File: src/ceilometer_header_parser_assert.svh
// Assertion macros for the ceilometer header parser.
// Uses clk_i and rst_ni of the module that includes it.
`ifndef CEILOMETER_HEADER_PARSER_ASSERT_SVH
`define CEILOMETER_HEADER_PARSER_ASSERT_SVH
`ifndef NO_ASSERTIONS
// Check a property outside of reset
`define CHP_ASSERT(lbl, prop) \
  lbl: assert property (@(posedge clk_i) disable iff (!rst_ni) prop) \
    else $error("chp: assertion failed");
// Check a property at every edge, reset included
`define CHP_ASSERT_ALWAYS(lbl, prop) \
  lbl: assert property (@(posedge clk_i) prop) \
    else $error("chp: assertion failed");
`else
`define CHP_ASSERT(lbl, prop)
`define CHP_ASSERT_ALWAYS(lbl, prop)
`endif
`endif

File: src/chp_pkg.sv
// Shared types, status codes and character constants of the header parser.
// No dependencies.
package chp_pkg;

  localparam int unsigned POS_W = 4;
  localparam logic [POS_W-1:0] POS_LAST = 4'd12;

  localparam logic [7:0] CH_C  = 8'h43;
  localparam logic [7:0] CH_S  = 8'h53;
  localparam logic [7:0] CH_L  = 8'h4C;
  localparam logic [7:0] CH_T  = 8'h54;
  localparam logic [7:0] CH_CR = 8'd13;
  localparam logic [7:0] CH_LF = 8'd10;
  localparam logic [7:0] CH_0  = 8'h30;
  localparam logic [7:0] CH_1  = 8'h31;
  localparam logic [7:0] CH_2  = 8'h32;
  localparam logic [7:0] CH_5  = 8'h35;
  localparam logic [7:0] CH_9  = 8'h39;

  localparam logic [6:0] CL_BASE  = 7'd101;
  localparam logic [6:0] CL_GROUP = 7'd6;

  localparam logic [7:0] SOH_RESET = 8'd1;
  localparam logic [7:0] STX_RESET = 8'd2;

  // Configuration register indexes
  localparam logic CFG_SOH = 1'b0;
  localparam logic CFG_STX = 1'b1;

  typedef enum logic [3:0] {
    ST_OK            = 4'd0,
    ST_BAD_START     = 4'd1,
    ST_BAD_TYPE      = 4'd2,
    ST_BAD_DIGIT     = 4'd3,
    ST_BAD_CL_FIRST  = 4'd4,
    ST_BAD_CL_SECOND = 4'd5,
    ST_BAD_CT_TAIL   = 4'd6,
    ST_BAD_STX       = 4'd7,
    ST_BAD_CRLF      = 4'd8
  } status_e;

  typedef enum logic [1:0] {
    KIND_CS = 2'd0,
    KIND_CL = 2'd1,
    KIND_CT = 2'd2
  } kind_e;

  // One byte handed from the input register to the checker
  typedef struct packed {
    logic       fire;
    logic [7:0] header_byte;
  } step_t;

  typedef struct packed {
    status_e    status;
    kind_e      message_type;
    logic [7:0] unit_id;
    logic [7:0] os_byte0;
    logic [7:0] os_byte1;
    logic [7:0] os_byte2;
    logic [9:0] message_number;
  } res_t;

endpackage

File: src/chp_stream_if.sv
// Valid/ready channels of the header parser: header bytes in, results out.
// No dependencies.
interface chp_byte_if;
  logic       valid;
  logic       ready;
  logic [7:0] header_byte;

  modport source (output valid, output header_byte, input ready);
  modport sink (input valid, input header_byte, output ready);
endinterface

interface chp_result_if;
  logic       valid;
  logic       ready;
  logic [3:0] status;
  logic [1:0] message_type;
  logic [7:0] unit_id;
  logic [7:0] os_byte0;
  logic [7:0] os_byte1;
  logic [7:0] os_byte2;
  logic [9:0] message_number;

  modport source (
    output valid, output status, output message_type, output unit_id,
    output os_byte0, output os_byte1, output os_byte2, output message_number,
    input ready
  );
  modport sink (
    input valid, input status, input message_type, input unit_id,
    input os_byte0, input os_byte1, input os_byte2, input message_number,
    output ready
  );
endinterface

File: src/chp_in_stage.sv
// Input register of the header parser: holds one header byte beat.
// Depends on chp_pkg.
module chp_in_stage (
  input  logic          clk_i,
  input  logic          rst_ni,
  input  logic          valid_i,
  input  logic [7:0]    header_byte_i,
  output logic          ready_o,
  input  logic          space_i,
  output chp_pkg::step_t step_o
);
  import chp_pkg::*;

  logic       valid_q, valid_d;
  logic [7:0] byte_q;
  logic       advance;

  // Hand the held byte on whenever the result side has room
  assign advance = valid_q && space_i;
  assign ready_o = !valid_q || advance;
  assign valid_d = ready_o ? valid_i : valid_q;

  always_ff @(posedge clk_i or negedge rst_ni) begin
    if (!rst_ni) begin
      valid_q <= 1'b0;
    end else begin
      valid_q <= valid_d;
    end
  end

  // Capture the payload on each accepted beat
  always_ff @(posedge clk_i) begin
    if (valid_i && ready_o) begin
      byte_q <= header_byte_i;
    end
  end

  assign step_o.fire        = advance;
  assign step_o.header_byte = byte_q;

endmodule

File: src/chp_parser.sv
// Header checker: position tracking, field stores and per-byte checks.
// Depends on chp_pkg and the assertion macro header.
`include "ceilometer_header_parser_assert.svh"

module chp_parser (
  input  logic          clk_i,
  input  logic          rst_ni,
  input  logic          cfg_we_i,
  input  logic          cfg_idx_i,
  input  logic [7:0]    cfg_data_i,
  input  chp_pkg::step_t step_i,
  output logic          emit_o,
  output chp_pkg::res_t  res_o
);
  import chp_pkg::*;

  logic [7:0]       soh_q, stx_q;
  logic [POS_W-1:0] pos_q, pos_d;
  kind_e            kind_q, kind_d;
  logic [7:0]       id_q, id_d;
  logic [7:0]       os0_q, os0_d, os1_q, os1_d, os2_q, os2_d;
  logic [9:0]       num_q, num_d;
  logic             grp_q, grp_d;

  logic [7:0]       b;
  logic [POS_W-1:0] tail;
  logic             emit;
  logic             blank;
  status_e          status;
  logic [9:0]       cs_num;
  logic [2:0]       cl_off;
  logic [6:0]       cl_num;
  logic             is_digit;

  assign b        = step_i.header_byte;
  assign is_digit = (b >= CH_0) && (b <= CH_9);
  assign cs_num   = 10'(num_q << 3) + 10'(num_q << 1) + {6'd0, b[3:0]};
  assign cl_off   = (b == CH_0) ? 3'd5 : (b[2:0] - 3'd1);
  assign cl_num   = CL_BASE + (grp_q ? CL_GROUP : 7'd0) + {4'd0, cl_off};

  // Last type-dependent position plus one, where STX is due
  always_comb begin
    case (kind_q)
      KIND_CS: tail = 4'd10;
      KIND_CL: tail = 4'd9;
      default: tail = 4'd8;
    endcase
  end

  // Check the byte against its position and update the stores
  always_comb begin
    pos_d  = pos_q + 4'd1;
    kind_d = kind_q;
    id_d   = id_q;
    os0_d  = os0_q;
    os1_d  = os1_q;
    os2_d  = os2_q;
    num_d  = num_q;
    grp_d  = grp_q;
    emit   = 1'b0;
    blank  = 1'b0;
    status = ST_OK;
    unique case (pos_q)
      4'd0: begin
        if (b != soh_q) begin
          emit   = 1'b1;
          blank  = 1'b1;
          status = ST_BAD_START;
        end else begin
          kind_d = KIND_CS;
          id_d   = '0;
          os0_d  = '0;
          os1_d  = '0;
          os2_d  = '0;
          num_d  = '0;
          grp_d  = 1'b0;
        end
      end
      4'd1: begin
        if (b != CH_C) begin
          emit   = 1'b1;
          status = ST_BAD_TYPE;
        end
      end
      4'd2: begin
        case (b)
          CH_S:    kind_d = KIND_CS;
          CH_L:    kind_d = KIND_CL;
          CH_T:    kind_d = KIND_CT;
          default: begin
            emit   = 1'b1;
            status = ST_BAD_TYPE;
          end
        endcase
      end
      4'd3: id_d  = b;
      4'd4: os0_d = b;
      4'd5: os1_d = b;
      4'd6: begin
        if (kind_q == KIND_CT) begin
          if (b != CH_1) begin
            emit   = 1'b1;
            status = ST_BAD_CT_TAIL;
          end
        end else begin
          os2_d = b;
        end
      end
      default: begin
        if (pos_q < tail) begin
          case (kind_q)
            KIND_CS: begin
              if (!is_digit) begin
                emit   = 1'b1;
                status = ST_BAD_DIGIT;
              end else begin
                num_d = cs_num;
              end
            end
            KIND_CL: begin
              if (pos_q == 4'd7) begin
                if (b == CH_1) begin
                  grp_d = 1'b0;
                end else if (b == CH_2) begin
                  grp_d = 1'b1;
                end else begin
                  emit   = 1'b1;
                  status = ST_BAD_CL_FIRST;
                end
              end else if (b == CH_0 || (b >= CH_1 && b <= CH_5)) begin
                num_d = {3'd0, cl_num};
              end else begin
                emit   = 1'b1;
                status = ST_BAD_CL_SECOND;
              end
            end
            default: begin
              if (b != CH_0) begin
                emit   = 1'b1;
                status = ST_BAD_CT_TAIL;
              end
            end
          endcase
        end else if (pos_q == tail) begin
          if (b != stx_q) begin
            emit   = 1'b1;
            status = ST_BAD_STX;
          end
        end else if (pos_q == tail + 4'd1) begin
          if (b != CH_CR) begin
            emit   = 1'b1;
            status = ST_BAD_CRLF;
          end
        end else if (pos_q == tail + 4'd2) begin
          emit = 1'b1;
          if (b != CH_LF) begin
            status = ST_BAD_CRLF;
          end
        end else begin
          pos_d = '0;
        end
      end
    endcase
    // Drop back to waiting for a new header after any result
    if (emit) begin
      pos_d = '0;
    end
  end

  // Build the result from the stores as they stood before this byte, zeroed on a bad start
  always_comb begin
    res_o.status         = status;
    res_o.message_type   = blank ? KIND_CS : kind_q;
    res_o.unit_id        = blank ? 8'd0 : id_q;
    res_o.os_byte0       = blank ? 8'd0 : os0_q;
    res_o.os_byte1       = blank ? 8'd0 : os1_q;
    res_o.os_byte2       = blank ? 8'd0 : os2_q;
    res_o.message_number = blank ? 10'd0 : num_q;
  end

  assign emit_o = step_i.fire && emit;

  // Configuration registers
  always_ff @(posedge clk_i or negedge rst_ni) begin
    if (!rst_ni) begin
      soh_q <= SOH_RESET;
      stx_q <= STX_RESET;
    end else if (cfg_we_i) begin
      if (cfg_idx_i == CFG_SOH) begin
        soh_q <= cfg_data_i;
      end else begin
        stx_q <= cfg_data_i;
      end
    end
  end

  // Advance parse state on each byte beat
  always_ff @(posedge clk_i or negedge rst_ni) begin
    if (!rst_ni) begin
      pos_q  <= '0;
      kind_q <= KIND_CS;
      id_q   <= '0;
      os0_q  <= '0;
      os1_q  <= '0;
      os2_q  <= '0;
      num_q  <= '0;
      grp_q  <= 1'b0;
    end else if (step_i.fire) begin
      pos_q  <= pos_d;
      kind_q <= kind_d;
      id_q   <= id_d;
      os0_q  <= os0_d;
      os1_q  <= os1_d;
      os2_q  <= os2_d;
      num_q  <= num_d;
      grp_q  <= grp_d;
    end
  end

  `CHP_ASSERT(a_emit_rewinds, emit_o |=> pos_q == '0)
  `CHP_ASSERT_ALWAYS(a_pos_range, pos_q <= POS_LAST)
  `CHP_ASSERT(a_bad_start_blank, emit_o && blank |-> res_o.unit_id == '0 && res_o.os_byte0 == '0)

endmodule

File: src/chp_out_stage.sv
// Result register of the header parser: holds one result beat until taken.
// Depends on chp_pkg.
module chp_out_stage (
  input  logic         clk_i,
  input  logic         rst_ni,
  input  logic         load_i,
  input  chp_pkg::res_t res_i,
  output logic         space_o,
  output logic         valid_o,
  input  logic         ready_i,
  output chp_pkg::res_t res_o
);
  import chp_pkg::*;

  logic valid_q, valid_d;
  res_t res_q;

  // Room for a new result when empty or when the held one leaves now
  assign space_o = !valid_q || ready_i;

  always_comb begin
    valid_d = valid_q;
    if (ready_i) begin
      valid_d = 1'b0;
    end
    if (load_i) begin
      valid_d = 1'b1;
    end
  end

  always_ff @(posedge clk_i or negedge rst_ni) begin
    if (!rst_ni) begin
      valid_q <= 1'b0;
    end else begin
      valid_q <= valid_d;
    end
  end

  always_ff @(posedge clk_i) begin
    if (load_i) begin
      res_q <= res_i;
    end
  end

  assign valid_o = valid_q;
  assign res_o   = res_q;

endmodule

File: src/ceilometer_header_parser.sv
// Ceilometer header parser, top level: input register, checker, result register.
// The byte that causes a result is held in the input register and checked
// combinationally; the result is then registered in the result register.
// Throughput: one header byte per cycle, set by the combinational check between
// the input register and the result register; stalls only while a result waits.
// Reset: asynchronous, clears position, stores and handshake state; SOH and STX
// registers return to 1 and 2.
module ceilometer_header_parser (
  input  logic          clk_i,
  input  logic          rst_ni,
  input  logic          cfg_we_i,
  input  logic          cfg_idx_i,
  input  logic [7:0]    cfg_data_i,
  chp_byte_if.sink      hdr_i,
  chp_result_if.source  res_o
);
  import chp_pkg::*;

  step_t step;
  logic  space;
  logic  emit;
  res_t  res_next;
  res_t  res_out;

  chp_in_stage u_in_stage (
    .clk_i         (clk_i),
    .rst_ni        (rst_ni),
    .valid_i       (hdr_i.valid),
    .header_byte_i (hdr_i.header_byte),
    .ready_o       (hdr_i.ready),
    .space_i       (space),
    .step_o        (step)
  );

  chp_parser u_parser (
    .clk_i      (clk_i),
    .rst_ni     (rst_ni),
    .cfg_we_i   (cfg_we_i),
    .cfg_idx_i  (cfg_idx_i),
    .cfg_data_i (cfg_data_i),
    .step_i     (step),
    .emit_o     (emit),
    .res_o      (res_next)
  );

  chp_out_stage u_out_stage (
    .clk_i   (clk_i),
    .rst_ni  (rst_ni),
    .load_i  (emit),
    .res_i   (res_next),
    .space_o (space),
    .valid_o (res_o.valid),
    .ready_i (res_o.ready),
    .res_o   (res_out)
  );

  // Drive the result channel payload
  assign res_o.status         = res_out.status;
  assign res_o.message_type   = res_out.message_type;
  assign res_o.unit_id        = res_out.unit_id;
  assign res_o.os_byte0       = res_out.os_byte0;
  assign res_o.os_byte1       = res_out.os_byte1;
  assign res_o.os_byte2       = res_out.os_byte2;
  assign res_o.message_number = res_out.message_number;

endmodule
File: src/flat_wrapper.sv
// flat-port wrapper written by rule: the top's interface ports become plain ports
module ceilometer_header_parser_flat import chp_pkg::*;
  (clk_i, rst_ni, cfg_we_i, cfg_idx_i, cfg_data_i, hdr_i_valid, hdr_i_header_byte, hdr_i_ready, res_o_valid, res_o_status, res_o_message_type, res_o_unit_id, res_o_os_byte0, res_o_os_byte1, res_o_os_byte2, res_o_message_number, res_o_ready);
  chp_byte_if hdr_i_i ();
  chp_result_if res_o_i ();
  input  logic clk_i;
  input  logic rst_ni;
  input  logic cfg_we_i;
  input  logic cfg_idx_i;
  input  logic [7:0] cfg_data_i;
  input wire logic [$bits(hdr_i_i.valid)-1:0] hdr_i_valid;
  input wire logic [$bits(hdr_i_i.header_byte)-1:0] hdr_i_header_byte;
  output wire logic [$bits(hdr_i_i.ready)-1:0] hdr_i_ready;
  output wire logic [$bits(res_o_i.valid)-1:0] res_o_valid;
  output wire logic [$bits(res_o_i.status)-1:0] res_o_status;
  output wire logic [$bits(res_o_i.message_type)-1:0] res_o_message_type;
  output wire logic [$bits(res_o_i.unit_id)-1:0] res_o_unit_id;
  output wire logic [$bits(res_o_i.os_byte0)-1:0] res_o_os_byte0;
  output wire logic [$bits(res_o_i.os_byte1)-1:0] res_o_os_byte1;
  output wire logic [$bits(res_o_i.os_byte2)-1:0] res_o_os_byte2;
  output wire logic [$bits(res_o_i.message_number)-1:0] res_o_message_number;
  input wire logic [$bits(res_o_i.ready)-1:0] res_o_ready;
  assign hdr_i_i.valid = hdr_i_valid;
  assign hdr_i_i.header_byte = hdr_i_header_byte;
  assign hdr_i_ready = hdr_i_i.ready;
  assign res_o_valid = res_o_i.valid;
  assign res_o_status = res_o_i.status;
  assign res_o_message_type = res_o_i.message_type;
  assign res_o_unit_id = res_o_i.unit_id;
  assign res_o_os_byte0 = res_o_i.os_byte0;
  assign res_o_os_byte1 = res_o_i.os_byte1;
  assign res_o_os_byte2 = res_o_i.os_byte2;
  assign res_o_message_number = res_o_i.message_number;
  assign res_o_i.ready = res_o_ready;
  ceilometer_header_parser u_core (.clk_i(clk_i), .rst_ni(rst_ni), .cfg_we_i(cfg_we_i), .cfg_idx_i(cfg_idx_i), .cfg_data_i(cfg_data_i), .hdr_i(hdr_i_i), .res_o(res_o_i));
endmodule
File: config.mk
export PLATFORM = sky130hd
export DESIGN_NAME = ceilometer_header_parser_flat
export DESIGN_NICKNAME = d
export VERILOG_FILES = /design/src/chp_pkg.sv /design/src/chp_stream_if.sv /design/src/chp_in_stage.sv /design/src/chp_parser.sv /design/src/chp_out_stage.sv /design/src/ceilometer_header_parser.sv /design/src/flat_wrapper.sv
export VERILOG_INCLUDE_DIRS = /design/src /design/src/src
export SDC_FILE = /design/constraint.sdc
export NUM_CORES = 1
export LEC_CHECK = 0
export ABC_AREA = 1
export ABC_CLOCK_PERIOD_IN_PS = 9900
export BUFFER_PORTS_ARGS = -buffer_cell sky130_fd_sc_hd__buf_2
export CORE_ASPECT_RATIO = 0.8
export CORE_MARGIN = 4
export CORE_UTILIZATION = 63
export DETAILED_ROUTE_END_ITERATION = 10
export MAX_ROUTING_LAYER = met4
export PLACE_DENSITY = 0.83
export SETUP_SLACK_MARGIN = 0.02
export SYNTH_ARGS = -nofsm -noshare
export SYNTH_HDL_FRONTEND = slang
export SYNTH_SLANG_ARGS = --single-unit
File: constraint.sdc
create_clock -name clk_i -period 9.9 [get_ports clk_i]
set_clock_uncertainty 0.15 [all_clocks]
set_input_delay 2.475 -clock clk_i [delete_from_list [all_inputs] [get_ports clk_i]]
set_output_delay 2.475 -clock clk_i [all_outputs]
set_load 0.005 [all_outputs]
==> results.sh <==
export IMPL_post_place_ws_ns=4.39
export IMPL_postCtsHoldBufs=0
export IMPL_synthArstFlopShare=0.545
export IMPL_grt_pass1_vias=4552
export IMPL_finalMaxSlewViolations=0
export IMPL_p_int_mw=1.23
export IMPL_cts_resized_gates=0
export IMPL_overflow=0
export IMPL_cts_sinks=123
export IMPL_place_area_mm2=0.00681
export IMPL_dieArea_mm2=0.0118
export IMPL_startpoint_type="primary input"
export IMPL_die_w_um=120
export IMPL_port_buffer_count=71
export IMPL_gp_congestion=0.954
export IMPL_htreeDepth=4
export IMPL_r2r_slack_ns=6.30
export IMPL_switching_power_mw=0.608
export IMPL_max_slew_margin=0.419
export IMPL_worstPathMaxFanout=3
export IMPL_syn_nets=726
export IMPL_grt_pass1_wl_um=22400
export IMPL_setup_tns_ns=0
export IMPL_fp_row_count=32
export IMPL_cts_root_buf="clkbuf_16"
export IMPL_endpoint_kind="output port"
export IMPL_synth_top_family_by_area="simple AND/OR/NAND/NOR gates"
export IMPL_p_comb_frac=0.289
export IMPL_grt_max_degree=68
export IMPL_post_route_period_util=0.556
export IMPL_synth_area_mux_share=0
export IMPL_synth_edf_count=56
export IMPL_p_sw_frac=0.330
export IMPL_fmax_mhz=182
export IMPL_synth_main_ff_cell="dfrtp_1"
export IMPL_drt_wl_total_um=13700
export IMPL_synth_cell_types=46
export IMPL_synth_compound_area_frac=0.0848
export IMPL_cts_tree="yes"
export IMPL_total_power_mw=1.84
export IMPL_area_growth_pct=16.4
export IMPL_ant_nets=0
export IMPL_netlist_area_mm2=0.00636
export IMPL_cts_setup_buffers=0
export IMPL_insertion_delay_ns=0.41
export IMPL_r2r_cells=16
export IMPL_start_util=0.654
export IMPL_maxCapViolations=0
export IMPL_synth_seq_area_share=0.528
export IMPL_finalHoldViolCount=0
export IMPL_die_h_um=97.9
export IMPL_final_common_cell="nand2_1"
export IMPL_tightestPinTransition_ns=0.871
export IMPL_syn_inst=670
export IMPL_clock_power_share=0.325
export IMPL_ir_worst_vdd_mv=0.196
export IMPL_holdPathEnd="u_core.u_parser.os1_q[2]"
export IMPL_reg2reg_to="u_core.u_out_stage.res_o[44]"
export IMPL_synthAdderAreaFrac=0.0704
export IMPL_antenna_found_initial=0
export IMPL_synth_top_area_frac=0.264
export IMPL_setup_viol=0
export IMPL_worstHoldStart="u_core.u_parser.os1_q[2]"
export IMPL_power_density_mw_per_mm2=249
export IMPL_layout_min_cycle_time_ns=5.51
export IMPL_drive_gt1_frac=0.202
export IMPL_p_leak_nw=3.39
export IMPL_antenna_cells=0
export IMPL_yosysWarnings=0
export IMPL_wl_per_cell_um=15.2
export IMPL_drtIter0Drc=426
export IMPL_fin_nets=804
export IMPL_crit_required_ns=7.28
export IMPL_syn_area_per_cell_um2=9.49
export IMPL_drc_errors=0
export IMPL_outcome="complete, no violations"
export IMPL_synth_area_top_cells="edfxtp_1 (26%), dfrtp_1 (26%), nand2_1 (6.4%), ha_1 (6.1%), inv_1 (5.8%)"
export IMPL_core_mm2=0.00973
export IMPL_path_clk_slew_ns=0.06
export IMPL_hold_path_class="register to register"
export IMPL_synth_seq_cells=123
export IMPL_crit_type="primary input to output port"
export IMPL_synth_top_area_cell="edfxtp_1"
export IMPL_postLayoutCoreUtil=0.761
export IMPL_cts_buffer_depth=2
export IMPL_dp_hpwl_um=9570
export IMPL_track_usage=0.248
export IMPL_routed_via_count=4786
export IMPL_synth_xor_area_frac=0.0344
export IMPL_final_cell_mix="nand2_1 (109), inv_1 (98), nor2_1 (78)"
export IMPL_hold_depth=2
export IMPL_synth_simple_area_share=0.200
export IMPL_cp_arrival_ns=2.88
export IMPL_dr_pass1_iters=5
export IMPL_fin_area_mm2=0.00740
export IMPL_setup_ws_ns=4.39
export IMPL_io_pins=72
export IMPL_cts_buffers=17
export IMPL_rsz0062_at_grt="no"
export IMPL_rr_startpoint="u_core.u_parser.kind_q[1]"
export IMPL_seqPwrFrac=0.386
export IMPL_routed_via_density=5.34
-- worst max path at each step --
stage / from / slack, ns / to
detailed placement: res_o_ready / 4.39 / hdr_i_ready
finish: res_o_ready / 4.39 / hdr_i_ready
CTS: res_o_ready / 4.39 / hdr_i_ready
floorplan: res_o_ready / 4.55 / u_core.u_out_stage.res_o[0]
global route: res_o_ready / 4.35 / hdr_i_ready
global placement: res_o_ready / 4.42 / hdr_i_ready
-- state kept, by name, summed over array words and instances, names as in the netlist, 8 cells and up --
name / cells
u_core.u_out_stage.res_o: 48
u_core.u_parser.num_q: 10
u_core.u_in_stage.byte_q: 8
u_core.u_parser.id_q: 8
u_core.u_parser.os0_q: 8
u_core.u_parser.os1_q: 8
u_core.u_parser.os2_q: 8
u_core.u_parser.soh_q: 8
u_core.u_parser.stx_q: 8
-- metrics by stage --
stage	instances	hold slack, ns
2_1_floorplan	670	0.303
3_3_place_gp	864	0.317
3_5_place_dp	864	0.324
4_1_cts	896	0.338
5_1_grt	897	0.358
6_report	897	0.335
-- metal layers --
metal	share of wire	up-vias	global-route usage
met1	0.44	2263	0.341
met2	0.47	167	0.376
li1	-	2333	-
met3	0.070	23	0.0434
met4	0.015	0	0.0889
met5	0	-	-
-- synthesized netlist by cell type, drive strengths merged (2+ instances only) --
master	count
a21oi	16
buf	9
clkbuf	6
clkinv	2
dfrtp	65
dfstp	2
edfxtp	56
fa	3
ha	31
inv	107
nand2	122
nand3	32
nand4	9
nor2	87
nor3	12
nor4	2
o21ai	68
o22ai	8
or2	2
xnor2	3
xor2	22
-- critical path, stage by stage --
cell and delay [ns]:
buf_2 0.10, inv_1 0.06, nand3_1 0.10, buf_2 0.15
-- power by group through the flow --
| stage | clock (mW) | sequential, mW | combinational (mW) |
|---|---|---|---|
| 4_1_cts | 0.601 | 0.713 | 0.529 |
| 3_3_place_gp | 0 | 0.717 | 0.501 |
| 5_1_grt | 0.625 | 0.723 | 0.600 |
| 2_1_floorplan | 0 | 0.718 | 0.366 |
| 3_5_place_dp | 0 | 0.721 | 0.524 |
| 6_report | 0.598 | 0.711 | 0.533 |
-- area by class of cell --
| type | instances | area (µm²) |
|---|---|---|
| clock inverter | 14 | 149 |
| inverter | 109 | 420 |
| fill | 672 | 2330 |
| clock buffer | 18 | 429 |
| timing repair buffer | 74 | 390 |
| sequential | 123 | 3360 |
| multi-input combinational | 423 | 2480 |
| tap | 136 | 170 |
-- kinds of logic (layout without fill, tap and decap cells) --
group	count (synthesis)	in the layout
compound gates	98	98
fa+ha+maj	34	34
xor+xnor	25	25
flops	123	123
buf+inv	124	215
simple gates	266	266
Note: power is estimated with default switching activity, not from simulation.
